--- src/hdl/ptt_pkg.sv ---
package ptt_pkg;

   localparam int LINE_BITS = 16;
   localparam int FIFO_DEPTH = 4;
   localparam int MAX_RESULTS = 3;

   localparam logic [20:0] CH_TAB = 21'h09;
   localparam logic [20:0] CH_LF = 21'h0A;
   localparam logic [20:0] CH_CR = 21'h0D;
   localparam logic [20:0] CH_SPACE = 21'h20;
   localparam logic [20:0] CH_HASH = 21'h23;
   localparam logic [20:0] CH_BANG = 21'h21;
   localparam logic [20:0] CH_EQUALS = 21'h3D;
   localparam logic [20:0] CH_DOT = 21'h2E;
   localparam logic [20:0] CH_BACKSLASH = 21'h5C;
   localparam logic [20:0] CH_LOWER_N = 21'h6E;
   localparam logic [20:0] CH_LOWER_R = 21'h72;
   localparam logic [20:0] CH_LOWER_T = 21'h74;
   localparam logic [20:0] CH_LOWER_U = 21'h75;
   localparam logic [3:0] HEX_DIGITS = 4'd8;

   typedef enum logic [2:0] {
      KIND_KEY_CHAR = 3'd0,
      KIND_KEY_PART_END = 3'd1,
      KIND_KEY_END = 3'd2,
      KIND_VALUE_CHAR = 3'd3,
      KIND_VALUE_END = 3'd4,
      KIND_ERROR = 3'd5
   } kind_type;

   typedef enum logic [9:0] {
      ST_IDLE = 10'b0000000001,
      ST_COMMENT = 10'b0000000010,
      ST_KEY = 10'b0000000100,
      ST_KEY_ESC = 10'b0000001000,
      ST_KEY_HEX = 10'b0000010000,
      ST_KEY_BLANK = 10'b0000100000,
      ST_VALUE = 10'b0001000000,
      ST_VALUE_ESC = 10'b0010000000,
      ST_VALUE_HEX = 10'b0100000000,
      ST_ERROR = 10'b1000000000
   } state_type;

   typedef struct packed {
      kind_type kind;
      logic [31:0] char_out;
      logic [15:0] line_number;
      logic last;
   } rsp_entry_type;

endpackage

--- src/hdl/properties_text_tokenizer_top.sv ---
// Results are registered into the result queue when their request is accepted.
// Throughput: one request per cycle while each yields at most one result and rsp
// is taken every cycle; rsp delivers one result per cycle while rsp_tready is high.
// A request gives k results (0..3), buffered in a four-entry result queue.
// Reset (synchronous, active high): idle state, empty queue, line count one.
module properties_text_tokenizer_top (
   input  logic        clock,
   input  logic        reset,
   input  logic        req_tvalid,
   output logic        req_tready,
   input  logic [23:0] req_tdata,   // [20:0] char_code, [23:21] zero
   input  logic [0:0]  req_tuser,   // [0] end_of_input
   output logic        rsp_tvalid,
   input  logic        rsp_tready,
   output logic [47:0] rsp_tdata,   // [31:0] char_out, [47:32] line_number
   output logic [2:0]  rsp_tuser,   // [2:0] kind
   output logic        rsp_tlast
);

   localparam int PTR_BITS = $clog2(ptt_pkg::FIFO_DEPTH);

   ptt_pkg::state_type state_ff, state_in;
   logic value_started_ff, value_started_in;
   logic [31:0] code_accum_ff, code_accum_in;
   logic [3:0] digit_count_ff, digit_count_in;
   logic [ptt_pkg::LINE_BITS-1:0] line_count_ff, line_count_in;

   ptt_pkg::rsp_entry_type queue_ff [ptt_pkg::FIFO_DEPTH];
   logic [PTR_BITS-1:0] wr_ptr_ff, wr_ptr_in;
   logic [PTR_BITS-1:0] rd_ptr_ff, rd_ptr_in;
   logic [PTR_BITS:0] count_ff, count_in;

   logic accept, pop;
   logic [20:0] c;
   logic eoi;
   logic is_blank, is_key_char, is_digit, is_alpha_hex, is_hex, reprocess;
   logic [3:0] hex_val;
   logic [31:0] line_wide;
   ptt_pkg::kind_type res_kind [ptt_pkg::MAX_RESULTS];
   logic [31:0] res_char [ptt_pkg::MAX_RESULTS];
   logic [1:0] res_n;

   function automatic logic [31:0] unescape(input logic [20:0] ch);
      logic [31:0] r;
      r = 32'(ch);
      if (ch == ptt_pkg::CH_LOWER_N) r = 32'(ptt_pkg::CH_LF);
      else if (ch == ptt_pkg::CH_LOWER_R) r = 32'(ptt_pkg::CH_CR);
      else if (ch == ptt_pkg::CH_LOWER_T) r = 32'(ptt_pkg::CH_TAB);
      return r;
   endfunction

   assign req_tready = (count_ff <= (PTR_BITS+1)'(ptt_pkg::FIFO_DEPTH - ptt_pkg::MAX_RESULTS));
   assign accept = req_tvalid && req_tready;
   assign rsp_tvalid = (count_ff != '0);
   assign pop = rsp_tvalid && rsp_tready;

   assign c = req_tdata[20:0];
   assign eoi = req_tuser[0];

   assign is_blank = (c == ptt_pkg::CH_SPACE) || (c >= ptt_pkg::CH_TAB && c <= ptt_pkg::CH_CR);
   assign is_digit = (c >= 21'h30 && c <= 21'h39);
   assign is_alpha_hex = (c >= 21'h61 && c <= 21'h66) || (c >= 21'h41 && c <= 21'h46);
   assign is_hex = is_digit || is_alpha_hex;
   assign hex_val = is_digit ? c[3:0] : c[3:0] + 4'd9;
   assign is_key_char = (c >= 21'h61 && c <= 21'h7A) || (c >= 21'h41 && c <= 21'h5A)
                        || is_digit || (c == 21'h5F);

   // line count moves before any result of this request is formed
   always_comb begin
      line_count_in = line_count_ff;
      if (accept && state_ff != ptt_pkg::ST_ERROR && !eoi && c == ptt_pkg::CH_LF
          && line_count_ff != '1) begin
         line_count_in = line_count_ff + 1'b1;
      end
   end

   assign line_wide = 32'(line_count_in);

   always_comb begin
      state_in = state_ff;
      value_started_in = value_started_ff;
      code_accum_in = code_accum_ff;
      digit_count_in = digit_count_ff;
      reprocess = 1'b0;
      res_n = 2'd0;
      for (int i = 0; i < ptt_pkg::MAX_RESULTS; i++) begin
         res_kind[i] = ptt_pkg::KIND_ERROR;
         res_char[i] = '0;
      end

      if (accept && state_ff != ptt_pkg::ST_ERROR) begin
         if (eoi) begin
            unique case (state_ff)
               ptt_pkg::ST_VALUE, ptt_pkg::ST_VALUE_ESC: begin
                  res_kind[res_n] = ptt_pkg::KIND_VALUE_END;
                  res_n = res_n + 2'd1;
                  state_in = ptt_pkg::ST_IDLE;
                  value_started_in = 1'b0;
               end
               ptt_pkg::ST_VALUE_HEX: begin
                  if (digit_count_ff == '0) begin
                     res_kind[res_n] = ptt_pkg::KIND_ERROR;
                     res_n = res_n + 2'd1;
                     state_in = ptt_pkg::ST_ERROR;
                  end else begin
                     res_kind[res_n] = ptt_pkg::KIND_VALUE_CHAR;
                     res_char[res_n] = code_accum_ff;
                     res_n = res_n + 2'd1;
                     res_kind[res_n] = ptt_pkg::KIND_VALUE_END;
                     res_n = res_n + 2'd1;
                     state_in = ptt_pkg::ST_IDLE;
                     value_started_in = 1'b0;
                  end
               end
               ptt_pkg::ST_IDLE, ptt_pkg::ST_COMMENT: begin
                  state_in = ptt_pkg::ST_IDLE;
                  value_started_in = 1'b0;
               end
               ptt_pkg::ST_KEY, ptt_pkg::ST_KEY_ESC, ptt_pkg::ST_KEY_HEX,
               ptt_pkg::ST_KEY_BLANK: begin
                  res_kind[res_n] = ptt_pkg::KIND_ERROR;
                  res_n = res_n + 2'd1;
                  state_in = ptt_pkg::ST_ERROR;
               end
               default: begin
               end
            endcase
         end else begin
            // hex escape first; a non-hex character that ends it after a digit is then parsed again
            if (state_ff == ptt_pkg::ST_KEY_HEX || state_ff == ptt_pkg::ST_VALUE_HEX) begin
               if (!is_hex) begin
                  if (digit_count_ff == '0) begin
                     res_kind[res_n] = ptt_pkg::KIND_ERROR;
                     res_n = res_n + 2'd1;
                     state_in = ptt_pkg::ST_ERROR;
                  end else begin
                     res_char[res_n] = code_accum_ff;
                     if (state_ff == ptt_pkg::ST_VALUE_HEX) begin
                        res_kind[res_n] = ptt_pkg::KIND_VALUE_CHAR;
                        value_started_in = 1'b1;
                        state_in = ptt_pkg::ST_VALUE;
                     end else begin
                        res_kind[res_n] = ptt_pkg::KIND_KEY_CHAR;
                        state_in = ptt_pkg::ST_KEY;
                     end
                     res_n = res_n + 2'd1;
                     reprocess = 1'b1;
                  end
               end else begin
                  code_accum_in = {code_accum_ff[27:0], hex_val};
                  digit_count_in = digit_count_ff + 4'd1;
                  if (digit_count_in >= ptt_pkg::HEX_DIGITS) begin
                     res_char[res_n] = code_accum_in;
                     if (state_ff == ptt_pkg::ST_VALUE_HEX) begin
                        res_kind[res_n] = ptt_pkg::KIND_VALUE_CHAR;
                        value_started_in = 1'b1;
                        state_in = ptt_pkg::ST_VALUE;
                     end else begin
                        res_kind[res_n] = ptt_pkg::KIND_KEY_CHAR;
                        state_in = ptt_pkg::ST_KEY;
                     end
                     res_n = res_n + 2'd1;
                  end
               end
            end else begin
               reprocess = 1'b1;
            end

            if (reprocess) begin
               unique case (state_in)
                  ptt_pkg::ST_IDLE: begin
                     if (c == ptt_pkg::CH_HASH || c == ptt_pkg::CH_BANG) begin
                        state_in = ptt_pkg::ST_COMMENT;
                     end else if (is_key_char) begin
                        res_kind[res_n] = ptt_pkg::KIND_KEY_CHAR;
                        res_char[res_n] = 32'(c);
                        res_n = res_n + 2'd1;
                        state_in = ptt_pkg::ST_KEY;
                     end else if (c == ptt_pkg::CH_BACKSLASH) begin
                        state_in = ptt_pkg::ST_KEY_ESC;
                     end else if (!is_blank) begin
                        res_kind[res_n] = ptt_pkg::KIND_ERROR;
                        res_n = res_n + 2'd1;
                        state_in = ptt_pkg::ST_ERROR;
                     end
                  end
                  ptt_pkg::ST_COMMENT: begin
                     if (c == ptt_pkg::CH_LF) state_in = ptt_pkg::ST_IDLE;
                  end
                  ptt_pkg::ST_KEY: begin
                     if (c == ptt_pkg::CH_DOT) begin
                        res_kind[res_n] = ptt_pkg::KIND_KEY_PART_END;
                        res_n = res_n + 2'd1;
                     end else if (is_key_char) begin
                        res_kind[res_n] = ptt_pkg::KIND_KEY_CHAR;
                        res_char[res_n] = 32'(c);
                        res_n = res_n + 2'd1;
                     end else if (is_blank || c == ptt_pkg::CH_EQUALS) begin
                        res_kind[res_n] = ptt_pkg::KIND_KEY_PART_END;
                        res_n = res_n + 2'd1;
                        res_kind[res_n] = ptt_pkg::KIND_KEY_END;
                        res_n = res_n + 2'd1;
                        state_in = (c == ptt_pkg::CH_EQUALS) ? ptt_pkg::ST_VALUE
                                                             : ptt_pkg::ST_KEY_BLANK;
                     end else if (c == ptt_pkg::CH_BACKSLASH) begin
                        state_in = ptt_pkg::ST_KEY_ESC;
                     end else begin
                        res_kind[res_n] = ptt_pkg::KIND_ERROR;
                        res_n = res_n + 2'd1;
                        state_in = ptt_pkg::ST_ERROR;
                     end
                  end
                  ptt_pkg::ST_KEY_ESC: begin
                     if (c == ptt_pkg::CH_LOWER_U) begin
                        code_accum_in = '0;
                        digit_count_in = '0;
                        state_in = ptt_pkg::ST_KEY_HEX;
                     end else begin
                        res_kind[res_n] = ptt_pkg::KIND_KEY_CHAR;
                        res_char[res_n] = unescape(c);
                        res_n = res_n + 2'd1;
                        state_in = ptt_pkg::ST_KEY;
                     end
                  end
                  ptt_pkg::ST_KEY_BLANK: begin
                     if (c == ptt_pkg::CH_EQUALS) begin
                        state_in = ptt_pkg::ST_VALUE;
                     end else if (!is_blank) begin
                        res_kind[res_n] = ptt_pkg::KIND_ERROR;
                        res_n = res_n + 2'd1;
                        state_in = ptt_pkg::ST_ERROR;
                     end
                  end
                  ptt_pkg::ST_VALUE: begin
                     if (c == ptt_pkg::CH_LF) begin
                        res_kind[res_n] = ptt_pkg::KIND_VALUE_END;
                        res_n = res_n + 2'd1;
                        value_started_in = 1'b0;
                        state_in = ptt_pkg::ST_IDLE;
                     end else if (c == ptt_pkg::CH_BACKSLASH) begin
                        state_in = ptt_pkg::ST_VALUE_ESC;
                     end else if (value_started_in || !is_blank) begin
                        res_kind[res_n] = ptt_pkg::KIND_VALUE_CHAR;
                        res_char[res_n] = 32'(c);
                        res_n = res_n + 2'd1;
                        value_started_in = 1'b1;
                     end
                  end
                  ptt_pkg::ST_VALUE_ESC: begin
                     if (c == ptt_pkg::CH_LOWER_U) begin
                        code_accum_in = '0;
                        digit_count_in = '0;
                        state_in = ptt_pkg::ST_VALUE_HEX;
                     end else begin
                        res_kind[res_n] = ptt_pkg::KIND_VALUE_CHAR;
                        res_char[res_n] = unescape(c);
                        res_n = res_n + 2'd1;
                        value_started_in = 1'b1;
                        state_in = ptt_pkg::ST_VALUE;
                     end
                  end
                  default: begin
                  end
               endcase
            end
         end
      end
   end

   always_comb begin
      wr_ptr_in = wr_ptr_ff + PTR_BITS'(res_n);
      rd_ptr_in = pop ? rd_ptr_ff + 1'b1 : rd_ptr_ff;
      count_in = count_ff + (PTR_BITS+1)'(res_n) - (PTR_BITS+1)'(pop);
   end

   always_ff @(posedge clock) begin
      if (reset) begin
         state_ff <= ptt_pkg::ST_IDLE;
         value_started_ff <= 1'b0;
         code_accum_ff <= '0;
         digit_count_ff <= '0;
         line_count_ff <= ptt_pkg::LINE_BITS'(1);
         wr_ptr_ff <= '0;
         rd_ptr_ff <= '0;
         count_ff <= '0;
      end else begin
         state_ff <= state_in;
         value_started_ff <= value_started_in;
         code_accum_ff <= code_accum_in;
         digit_count_ff <= digit_count_in;
         line_count_ff <= line_count_in;
         wr_ptr_ff <= wr_ptr_in;
         rd_ptr_ff <= rd_ptr_in;
         count_ff <= count_in;
      end
   end

   always_ff @(posedge clock) begin
      for (int i = 0; i < ptt_pkg::MAX_RESULTS; i++) begin
         if (2'(i) < res_n) begin
            queue_ff[wr_ptr_ff + PTR_BITS'(i)] <= '{
               kind: res_kind[i],
               char_out: res_char[i],
               line_number: line_wide[15:0],
               last: (2'(i) == res_n - 2'd1)
            };
         end
      end
   end

   assign rsp_tuser = queue_ff[rd_ptr_ff].kind;
   assign rsp_tdata = {queue_ff[rd_ptr_ff].line_number, queue_ff[rd_ptr_ff].char_out};
   assign rsp_tlast = queue_ff[rd_ptr_ff].last;

endmodule
--- config.mk ---
export PLATFORM = sky130hd
export DESIGN_NAME = properties_text_tokenizer_top
export DESIGN_NICKNAME = d
export VERILOG_FILES = /design/src/hdl/ptt_pkg.sv /design/src/hdl/properties_text_tokenizer_top.sv
export SDC_FILE = /design/constraint.sdc
export NUM_CORES = 1
export LEC_CHECK = 0
export ABC_AREA = 1
export BUFFER_PORTS_ARGS = -buffer_cell sky130_fd_sc_hd__buf_2
export CAP_MARGIN = 20
export CELL_PAD_IN_SITES_DETAIL_PLACEMENT = 1
export CELL_PAD_IN_SITES_GLOBAL_PLACEMENT = 1
export CORE_MARGIN = 1.5
export CORE_UTILIZATION = 42
export DETAILED_ROUTE_END_ITERATION = 6
export GPL_TIMING_DRIVEN = 1
export PLACE_DENSITY_LB_ADDON = 0.1
export REMOVE_ABC_BUFFERS = 1
export SLEW_MARGIN = 20
export SYNTH_ARGS = -nofsm -noshare
export SYNTH_HDL_FRONTEND = slang
export SYNTH_SLANG_ARGS = --single-unit
--- constraint.sdc ---
create_clock -name clock -period 5.27 [get_ports clock]
set_input_delay 0.527 -clock clock [delete_from_list [all_inputs] [get_ports clock]]
set_output_delay 0.527 -clock clock [all_outputs]
set_load 0.02 [all_outputs]
==> out/summary.txt, run 1 <==
FMAX -> 0.215 GHz
vias per cell -> 5.68
fin nets -> 2724
Placement Rows -> 76
worst endpoint required time -> 5570 ps
Post-synth EDFFs -> 208
worst r2r path cells -> 21
Critical R2R Capture -> queue_ff[3][16]
Inserted Diodes -> 0
wire per inst -> 22.0 um
Final Hold Viols -> 0
Residual DRC -> 0
RSZ-0062 raised after global routing -> no
crit-path most repeated cell -> nor2_1
shortest period the worst path allows -> 4660 ps
total gr overflow -> 0
DR pass1 iterations -> 5
Layout area overhead -> 13.5%
Finished Layout Cells -> 3289
Iter 0 DRT Violations -> 1246
layout cells sized above 1 -> 11.8%
total wire length -> 72.5 mm
Placer Congestion -> 0.963
CP peak stage delay -> 440 ps
Hold Startpoint -> rsp_tready
HP Class -> in -> reg
VDD IR max -> 243 uV
Clock Skews -> 18.9 ps
crit end category -> register
launch point of the worst reg-to-reg path -> state_ff[7]
yosys warns -> 0
number of port buffers -> 79
post-route ant nets -> 0
Die Y -> 213 um
Worst Max-Slew Pin Slew -> 967 ps
Hold Crit Depth -> 4
Sink Count -> 280
post-synthesis sequential area ratio -> 41.7%
cts hold-fix bufs -> 0
status -> finished, final reports clean
Final HPWL DP -> 53.2 mm
syn avg cell area -> 7.09 um2
CP max stage cell -> nor2_1
Async SR Flop Fraction -> 0%
CTS tree -> built
CP Max Fanout -> 27
via count -> 18666
Worst R2R Setup Slack -> 610 ps
Post-CTS Setup Bufs -> 0
CP top delay family -> simple AND/OR/NAND/NOR gates
Core Box Area -> 0.0432 mm2
Final Setup Violations -> 0
Placed Cells incl. Taps -> 3227
max_slew headroom -> 35.5%
Yosys reg bits -> 280
critical path class -> reg -> reg
Critical Path Start Type -> register
hold slack -> 350 ps
clock buffer depth -> 3
area of the mapped netlist -> 0.0184 mm2
Resized Gates After CTS -> 0
most used flip-flop cell after synthesis -> edfxtp_1
pwr dens -> 399 mW/mm2
fin crit share -> 88.4%
sequence of cells on the critical path -> inv_2 > nand2_1 > inv_1 > nand2_1 > nor2_2 > nand3_1 > and3_1 > buf_4 > inv_1 > buf_4 > nor2_1 > inv_1 > nor2_1 > o21ai_0 > nor2_1 > nand4_1 > nor2_1 > nand3_1 > nor2_1 > nand2_1 > xor2_1
global-route wire length before repair -> 112 mm
Total Routing Usage GR -> 32.5%
clock buffer count from CTS -> 34
Ports -> 83
leakage -> 9.19 nW
clock-pin slew on the worst setup and hold paths -> 60 ps
fin. max-slew vios -> 0
max_cap viols -> 0
Root Buffer -> clkbuf_16
Final WS setup -> 612 ps
Cells after Synth -> 2601
pre-CTS WS -> 388 ps
Worst-Skew Late Latency -> 560 ps
vias in the first global route -> 19313
Arrival @ worst endpoint -> 4960 ps
largest net degree at the start of global routing -> 83
Fillers -> 5583
WP buf/inv -> 6
final core utilization -> 48.5%
die area -> 0.0452 mm2
Die X -> 213 um
H-tree Lvls -> 2
Initial Utilization -> 42.7%
initial antenna violation count -> 0
Yosys cell types -> 58
## stage by stage
step / total power, mW / TNS (ps) / instance area, um2
final: 8.36 / 0 / 20900
after global routing: 8.79 / 0 / 20900
after CTS: 8.40 / 0 / 20900
after detailed placement: 5.95 / 0 / 19800
after global placement: 5.85 / 0 / 19800
after floorplan: 4.69 / -157690 / 17800
## tightest hold or removal path, stage by stage
cell and delay, ps:
buf_2 80, nand2_1 40, inv_1 130, a21oi_1 80
## power breakdown
| group | internal [mW] | switching (mW) | leakage (nW) |
|---|---|---|---|
| registers | 2.66 | 0.112 | 2.54 |
| logic | 0.910 | 2.26 | 6.09 |
| clock network | 1.43 | 0.994 | 0.567 |
## cell families after synthesis
family                   Yosys count  synth area share [%]
AND/OR/NAND/NOR                 1356                  31.4
AO/OA/AOI/OAI                    532                  15.9
buffers and inverters            399                  9.00
flip-flops                       280                  41.7
adder cells (fa/ha/maj)           17                  1.19
XOR/XNOR                          16                 0.760
multiplexers                       1                0.0610
## per-layer routing
layer / share of wire, % / global-route usage (%)
met1: 43 / 41.9
met2: 48 / 56.2
met3: 5.0 / 3.53
met4: 3.1 / 11.8
met5: 0 / 0
## flip-flops by register name, indices dropped and copies added, names as in the netlist, named ones only
| register | flops |
|---|---|
| digit_count_ff | 4 |
| count_ff | 3 |
| code_accum_ff | 32 |
| line_count_ff | 16 |
| rd_ptr_ff | 2 |
| queue_ff | 208 |
| value_started_ff | 1 |
| wr_ptr_ff | 2 |
| state_ff | 10 |
## cell usage after synthesis (all sizes together) (2+ instances only)
master / n / area, um2
o21a: 3 / 22.5
o221ai: 3 / 26.3
ha: 16 / 200
a31oi: 4 / 25.0
nor2: 441 / 1760
a221oi: 5 / 43.8
xnor2: 2 / 17.5
o311ai: 2 / 17.5
a2111oi: 4 / 35.0
nand4: 39 / 244
o2111ai: 3 / 26.3
nand3: 165 / 916
o211ai: 38 / 285
o31ai: 2 / 15.0
buf: 52 / 349
nand2: 645 / 2510
a211oi: 2 / 15.0
clkbuf: 91 / 342
o21ai: 304 / 1520
nor3: 47 / 235
inv: 251 / 945
or2: 3 / 18.8
edfxtp: 208 / 6250
nor3b: 2 / 15.0
clkinv: 5 / 23.8
nor4: 9 / 56.3
o22ai: 54 / 338
dfxtp: 72 / 1440
a21oi: 104 / 536
xor2: 14 / 123
## cell usage in the layout (no fill, tap or decap), types with 54 or more instances in the layout
cell,Yosys,routed
nand2_1,624,624
nor2_1,421,421
o21ai_0,297,297
inv_1,239,238
edfxtp_1,208,208
nand3_1,153,149
a21oi_1,102,102
buf_4,13,97
buf_2,24,79
dfxtp_1,72,71
o22ai_1,54,54
## how the worst max path moves through the flow
stage | start | end | slack, ps | cells past startpoint
2_1_floorplan | req_tdata[18] | queue_ff[2][0] | -860 | 24
3_3_place_gp | req_tdata[3] | queue_ff[2][47] | 490 | 23
3_5_place_dp | req_tdata[18] | queue_ff[3][22] | 390 | 29
4_1_cts | state_ff[7] | queue_ff[3][16] | 690 | 21
5_1_grt | state_ff[7] | queue_ff[3][16] | 290 | 21
6_report | state_ff[7] | queue_ff[3][16] | 610 | 21
## cell type report
type / instances / area (um2) / area share [%]
multi-input cells: 1922 / 9120 / 43.5
flip-flops and latches: 280 / 7690 / 36.7
repair buffers: 184 / 1290 / 6.17
inverters: 256 / 968 / 4.62
clock buffers: 42 / 901 / 4.30
well taps: 585 / 732 / 3.50
clock inverters: 20 / 239 / 1.14
No activity file was read; power rests on OpenSTA's default activity.
==> run 2, diff against run 1 <==
--- a/config.mk
+++ b/config.mk
@@ -20,3 +20,4 @@
 export SYNTH_ARGS = -nofsm -noshare
 export SYNTH_HDL_FRONTEND = slang
 export SYNTH_SLANG_ARGS = --single-unit
+export TNS_END_PERCENT = 1
==> constraint.sdc (replaced) <==
create_clock -name clock -period 5.27 [get_ports clock]
set_input_delay 0.7905 -clock clock [delete_from_list [all_inputs] [get_ports clock]]
set_output_delay 0.7905 -clock clock [all_outputs]
set_load 0.02 [all_outputs]
==> run 2 against run 1 <==
Critical path depth up 5. Worst hold slack improved by 100 ps. Combinational power about the same. Sequential share of layout area rose by 0.31 points. Critical path type is now in -> reg. Largest cell class unchanged. Highest routed layer unchanged.
==> out/summary.txt, run 2 (same netlist as run 1, synthesis figures left out) <==
status -> finished, final reports clean (unchanged)
total wire length -> 71.9 mm (was 72.5 mm)
most common cell after layout, fill and taps aside -> nand2_1 (unchanged)
HP Class -> reg -> reg (was in -> reg)
H-tree Lvls -> 1 (was 2)
via count -> 18542 (was 18666)
FMAX -> 0.214 GHz (was 0.215 GHz)
critical path class -> in -> reg (was reg -> reg)
CTS tree -> built (unchanged)
Die X -> 213 um (unchanged)
fin. max-slew vios -> 0 (unchanged)
clock-pin slew on the worst setup and hold paths -> 60 ps (about the same)
DR pass1 iterations -> 5 (unchanged)
CP Max Fanout -> 14 (was 27)
max reg flops -> 208 (unchanged)
max_slew headroom -> 17.4% (was 35.5%)
wire per inst -> 21.9 um (was 22.0 um)
clock buffer count from CTS -> 31 (was 34)
pwr dens -> 392 mW/mm2 (was 399 mW/mm2)
post-route ant nets -> 0 (unchanged)
Arrival @ worst endpoint -> 4970 ps (was 4960 ps)
Ports -> 83 (unchanged)
Iter 0 DRT Violations -> 1304 (was 1246)
Post-CTS Setup Bufs -> 0 (unchanged)
leakage -> 9.09 nW (was 9.19 nW)
Resized Gates After CTS -> 0 (unchanged)
Worst-Skew Late Latency -> 590 ps (was 560 ps)
design area -> 0.0208 mm2 (was 0.0209 mm2)
crit end category -> register (unchanged)
total gr overflow -> 0 (unchanged)
Worst Max-Slew Pin Slew -> 1210 ps (was 967 ps)
Final Hold Viols -> 0 (unchanged)
Worst R2R Setup Slack -> 630 ps (was 610 ps)
layout cells sized above 1 -> 11.4% (was 11.8%)
Placement Rows -> 76 (unchanged)
hold slack -> 453 ps (was 350 ps)
die area -> 0.0452 mm2 (unchanged)
Core Box Area -> 0.0432 mm2 (unchanged)
vias in the first global route -> 18951 (was 19313)
RSZ-0062 raised after global routing -> no (unchanged)
Clock Skews -> 23.5 ps (was 18.9 ps)
worst r2r path cells -> 23 (was 21)
Initial Utilization -> 42.7% (unchanged)
fin nets -> 2718 (was 2724)
shortest period the worst path allows -> 4680 ps (was 4660 ps)
Power Total -> 8.14 mW (was 8.36 mW)
vias per cell -> 5.65 (was 5.68)
most frequent cells in the layout -> 624 x nand2_1, 421 x nor2_1, 297 x o21ai_0 (unchanged)
initial antenna violation count -> 0 (unchanged)
Placed Cells incl. Taps -> 3223 (was 3227)
Finished Layout Cells -> 3281 (was 3289)
Die Y -> 213 um (unchanged)
Placer Congestion -> 0.961 (was 0.963)
Inserted Diodes -> 0 (unchanged)
Sink Count -> 280 (unchanged)
Final Setup Violations -> 0 (unchanged)
clock buffer depth -> 3 (unchanged)
cts hold-fix bufs -> 0 (unchanged)
Hold Crit Depth -> 1 (was 4)
Final HPWL DP -> 52.2 mm (was 53.2 mm)
top flop regs -> queue_ff x208, code_accum_ff x32, line_count_ff x16 (unchanged)
Total Routing Usage GR -> 31.8% (was 32.5%)
Residual DRC -> 0 (unchanged)
worst endpoint required time -> 5560 ps (was 5570 ps)
Root Buffer -> clkbuf_16 (unchanged)
fin crit share -> 88.8% (was 88.4%)
Reg with most FFs -> queue_ff (unchanged)
max_cap viols -> 0 (unchanged)
Cell Area, Placed -> 0.0197 mm2 (was 0.0198 mm2)
largest net degree at the start of global routing -> 105 (was 83)
number of port buffers -> 79 (unchanged)
global-route wire length before repair -> 110 mm (was 112 mm)
VDD IR max -> 266 uV (was 243 uV)
Critical Path Start Type -> primary input (was register)
Layout area overhead -> 12.6% (was 13.5%)
## run 2: changes by cell type in the layout (fill, tap and decap cells not counted), sizes merged
cell	change
clkinvlp	+3
clkbuf	-7
inv	-2
clkinv	+1
buf	-3
## run 2: routing by layer
metal / track usage [%] / vias up / share of wire [%]
met2: 54.4 / 486 / 48
met3: 3.65 / 124 / 5.1
li1: - / 8831 / -
met4: 10.1 / 0 / 2.9
met1: 41.9 / 9101 / 44
met5: 0 / - / 0
## run 2: cell type report
type	count	area [um2]
Fill cell	5617	22400
Multi-Input combinational cell	1922	9120
Sequential cell	280	7690
Timing Repair Buffer	181	1230
Inverter	256	968
Clock buffer	35	801
Tap cell	585	732
Clock inverter	22	224
## run 2: metrics by stage
stage	utilization (%)	setup slack, ps	TNS, ps
2_1_floorplan	-	-1130	-212500
3_3_place_gp	45.7	164	0
3_5_place_dp	45.7	33.4	0
4_1_cts	48.0	642	0
5_1_grt	48.1	229	0
6_report	48.1	590	0
## run 2: worst max-delay path, stage by stage
cell     delay (ps)
buf_2           140
nor2_1          180
nand2_2         160
nor2_8          200
nand2_2          80
inv_2            70
nand3_1         120
nand2_2         180
nand3_4         120
nor2_1          210
nand2_1         130
nand2_1         160
nor2_2           50
buf_4           190
nand3_1         130
nand2_1          80
nor2_2          250
nand2_1         150
nand2_1          80
nand2_1          50
nand3_1         100
nand2_2         120
buf_4           190
buf_4           210
nor2_2          650
nor3_1          140
## run 2: worst paths after layout
path | startpoint | to
worst max-delay path | req_tdata[18] | queue_ff[1][36]
worst min-delay path | count_ff[2] | count_ff[2]
worst max register to register | state_ff[3] | queue_ff[1][36]
worst min register to register | count_ff[2] | count_ff[2]
## run 2: power breakdown
group	switching, mW	total (mW)	leakage (nW)	internal, mW
combinational	2.27	3.17	6.06	0.903
sequential	0.0870	2.75	2.54	2.66
clock	0.937	2.22	0.497	1.29
==> run 3, diff against run 2 <==
--- a/config.mk
+++ b/config.mk
@@ -14,7 +14,7 @@
 export CORE_UTILIZATION = 42
 export DETAILED_ROUTE_END_ITERATION = 6
 export GPL_TIMING_DRIVEN = 1
-export PLACE_DENSITY_LB_ADDON = 0.1
+export PLACE_DENSITY = 0.74
 export REMOVE_ABC_BUFFERS = 1
 export SLEW_MARGIN = 20
 export SYNTH_ARGS = -nofsm -noshare
==> run 3 against run 2 <==
Core utilization rose by 0.57 points. Non-clock buffer count rose by 21. Global-route usage rose by 1.0 points. Count of clock-buffer cells in the layout rose by 7. Die area did not move. Sequential power barely moved. Largest power group unchanged.
==> out/summary.txt, run 3 (same netlist as run 1, synthesis figures left out) <==
status -> finished, final reports clean (unchanged)
Post-CTS Setup Bufs -> 0 (unchanged)
max reg flops -> 208 (unchanged)
Initial Utilization -> 42.7% (unchanged)
Sink Count -> 280 (unchanged)
clock power share -> 28.7% (was 27.3%)
Finished Layout Cells -> 3304 (was 3281)
post-route ant nets -> 0 (unchanged)
switching share of power -> 40.4% (about the same)
Hold Crit Depth -> 1 (unchanged)
HP Class -> reg -> reg (unchanged)
Worst R2R Setup Slack -> 630 ps (about the same)
global-route wire length before repair -> 112 mm (was 110 mm)
wire per inst -> 22.4 um (was 21.9 um)
total wire length -> 73.9 mm (was 71.9 mm)
H-tree Lvls -> 2 (was 1)
Layout area overhead -> 13.9% (was 12.6%)
top flop regs -> queue_ff x208, code_accum_ff x32, line_count_ff x16 (unchanged)
Die X -> 213 um (unchanged)
design area -> 0.0210 mm2 (was 0.0208 mm2)
Final Setup Violations -> 0 (unchanged)
FMAX -> 0.212 GHz (was 0.214 GHz)
Root Buffer -> clkbuf_16 (unchanged)
Placed Cells incl. Taps -> 3245 (was 3223)
Worst Max-Slew Pin Slew -> 1100 ps (was 1210 ps)
max_slew headroom -> 24.8% (was 17.4%)
clock buffer depth -> 3 (unchanged)
leakage -> 9.25 nW (was 9.09 nW)
RSZ-0062 raised after global routing -> no (unchanged)
largest net degree at the start of global routing -> 61 (was 105)
shortest period the worst path allows -> 4710 ps (was 4680 ps)
Resized Gates After CTS -> 0 (unchanged)
via count -> 18913 (was 18542)
fin. max-slew vios -> 0 (unchanged)
DR pass1 iterations -> 5 (unchanged)
vias per cell -> 5.72 (was 5.65)
Final HPWL DP -> 54.0 mm (was 52.2 mm)
Ports -> 83 (unchanged)
Total Routing Usage GR -> 32.8% (was 31.8%)
clock buffer count from CTS -> 35 (was 31)
Net Sw Power -> 3.38 mW (was 3.29 mW)
fin nets -> 2743 (was 2718)
Pint -> 4.98 mW (was 4.85 mW)
Critical R2R Capture -> queue_ff[2][9] (was queue_ff[1][36])
Worst-Skew Late Latency -> 570 ps (was 590 ps)
pre-CTS WS -> 77.6 ps (was 33.4 ps)
Clock Skews -> 31.8 ps (was 23.5 ps)
number of port buffers -> 79 (unchanged)
initial antenna violation count -> 1 (was 0)
Cell Area, Placed -> 0.0199 mm2 (was 0.0197 mm2)
Hold EP -> rd_ptr_ff[0] (was count_ff[2])
worst endpoint required time -> 5540 ps (was 5560 ps)
crit end category -> register (unchanged)
Final Hold Viols -> 0 (unchanged)
pwr dens -> 398 mW/mm2 (was 392 mW/mm2)
clock-pin slew on the worst setup and hold paths -> 60 ps (about the same)
Critical Path Start Type -> primary input (unchanged)
hold slack -> 475 ps (was 453 ps)
Reg with most FFs -> queue_ff (unchanged)
Iter 0 DRT Violations -> 1302 (was 1304)
CP Max Fanout -> 21 (was 14)
Die Y -> 213 um (unchanged)
total gr overflow -> 0 (unchanged)
Placer Congestion -> 0.939 (was 0.961)
Power Total -> 8.36 mW (was 8.14 mW)
Setup TNS -> 0 ps (unchanged)
launch point of the worst reg-to-reg path -> state_ff[3] (unchanged)
final core utilization -> 48.7% (was 48.1%)
max_cap viols -> 0 (unchanged)
Comb power frac -> 38.0% (was 38.9%)
critical path class -> in -> reg (unchanged)
most frequent cells in the layout -> 624 x nand2_1, 421 x nor2_1, 297 x o21ai_0 (unchanged)
Placement Rows -> 76 (unchanged)
fin crit share -> 89.5% (was 88.8%)
most common cell after layout, fill and taps aside -> nand2_1 (unchanged)
Residual DRC -> 0 (unchanged)
layout cells sized above 1 -> 12.2% (was 11.4%)
Arrival @ worst endpoint -> 4980 ps (was 4970 ps)
sequential power share -> 33.3% (was 33.7%)
vias in the first global route -> 19209 (was 18951)
Core Box Area -> 0.0432 mm2 (unchanged)
cts hold-fix bufs -> 0 (unchanged)
VDD IR max -> 268 uV (was 266 uV)
Setup crit start -> req_tdata[18] (unchanged)
CTS tree -> built (unchanged)
die area -> 0.0452 mm2 (unchanged)
Final WS setup -> 555 ps (was 590 ps)
worst r2r path cells -> 23 (unchanged)
Hold Startpoint -> rd_ptr_ff[0] (was count_ff[2])
-- run 3: changes by cell type in the layout (fill, tap and decap cells not counted), moves of 3 or more --
cell | previous run | this run
inv_6 | 4 | 1
buf_4 | 97 | 118
clkinv_1 | 10 | 6
clkbuf_16 | 31 | 35
-- run 3: power groups by stage --
stage | clock network (mW) | registers, mW | logic (mW)
floorplan | 0 | 2.82 | 1.86
global placement | 0 | 2.81 | 3.08
detailed placement | 0 | 2.83 | 3.15
CTS | 2.43 | 2.78 | 3.17
global route | 2.50 | 2.80 | 3.45
finish | 2.40 | 2.78 | 3.18
-- run 3: final cells by class --
type                       count  area, um2
antenna                        1       2.50
clock buffer                  42        932
clock inverter                16        186
fill                        5573      22200
inverter                     256        968
multi-input combinational   1922       9120
sequential                   280       7690
tap                          585        732
timing repair buffer         202       1380
-- run 3: worst max path at each step --
stage,slack (ps),cells after the start,end
after floorplan,-1130,24,queue_ff[2][0]
after CTS,640,26,queue_ff[1][6]
after detailed placement,80,26,queue_ff[1][48]
after global placement,150,26,queue_ff[2][14]
after global routing,240,30,count_ff[2]
final,560,26,queue_ff[2][9]
-- run 3: critical path: stages --
cell      delay (ps)
buf_2            140
nor2_1           180
nand2_2          170
nor2_8           200
nand2_2           80
inv_2             80
nand3_1          110
nand2_2          180
nand3_1          160
buf_4            180
a21oi_2          420
ha_1             360
o21ai_0          170
nand2_1           60
o21ai_0           70
nand2_1           70
o211ai_1          80
nand2_1          100
nand2_1           70
nand3_1           80
nand2_2          130
buf_4            330
inv_4            100
nand2_2          200
nand3_2          170
buf_4            270
-- run 3: routing by layer --
| layer | up-vias | wire (um) | global-route usage (%) |
|---|---|---|---|
| met2 | 561 | 35500 | 56.4 |
| li1 | 8864 | - | - |
| met4 | 0 | 1980 | 9.66 |
| met1 | 9370 | 32400 | 43.5 |
| met5 | - | 0 | 0 |
| met3 | 118 | 3960 | 3.34 |
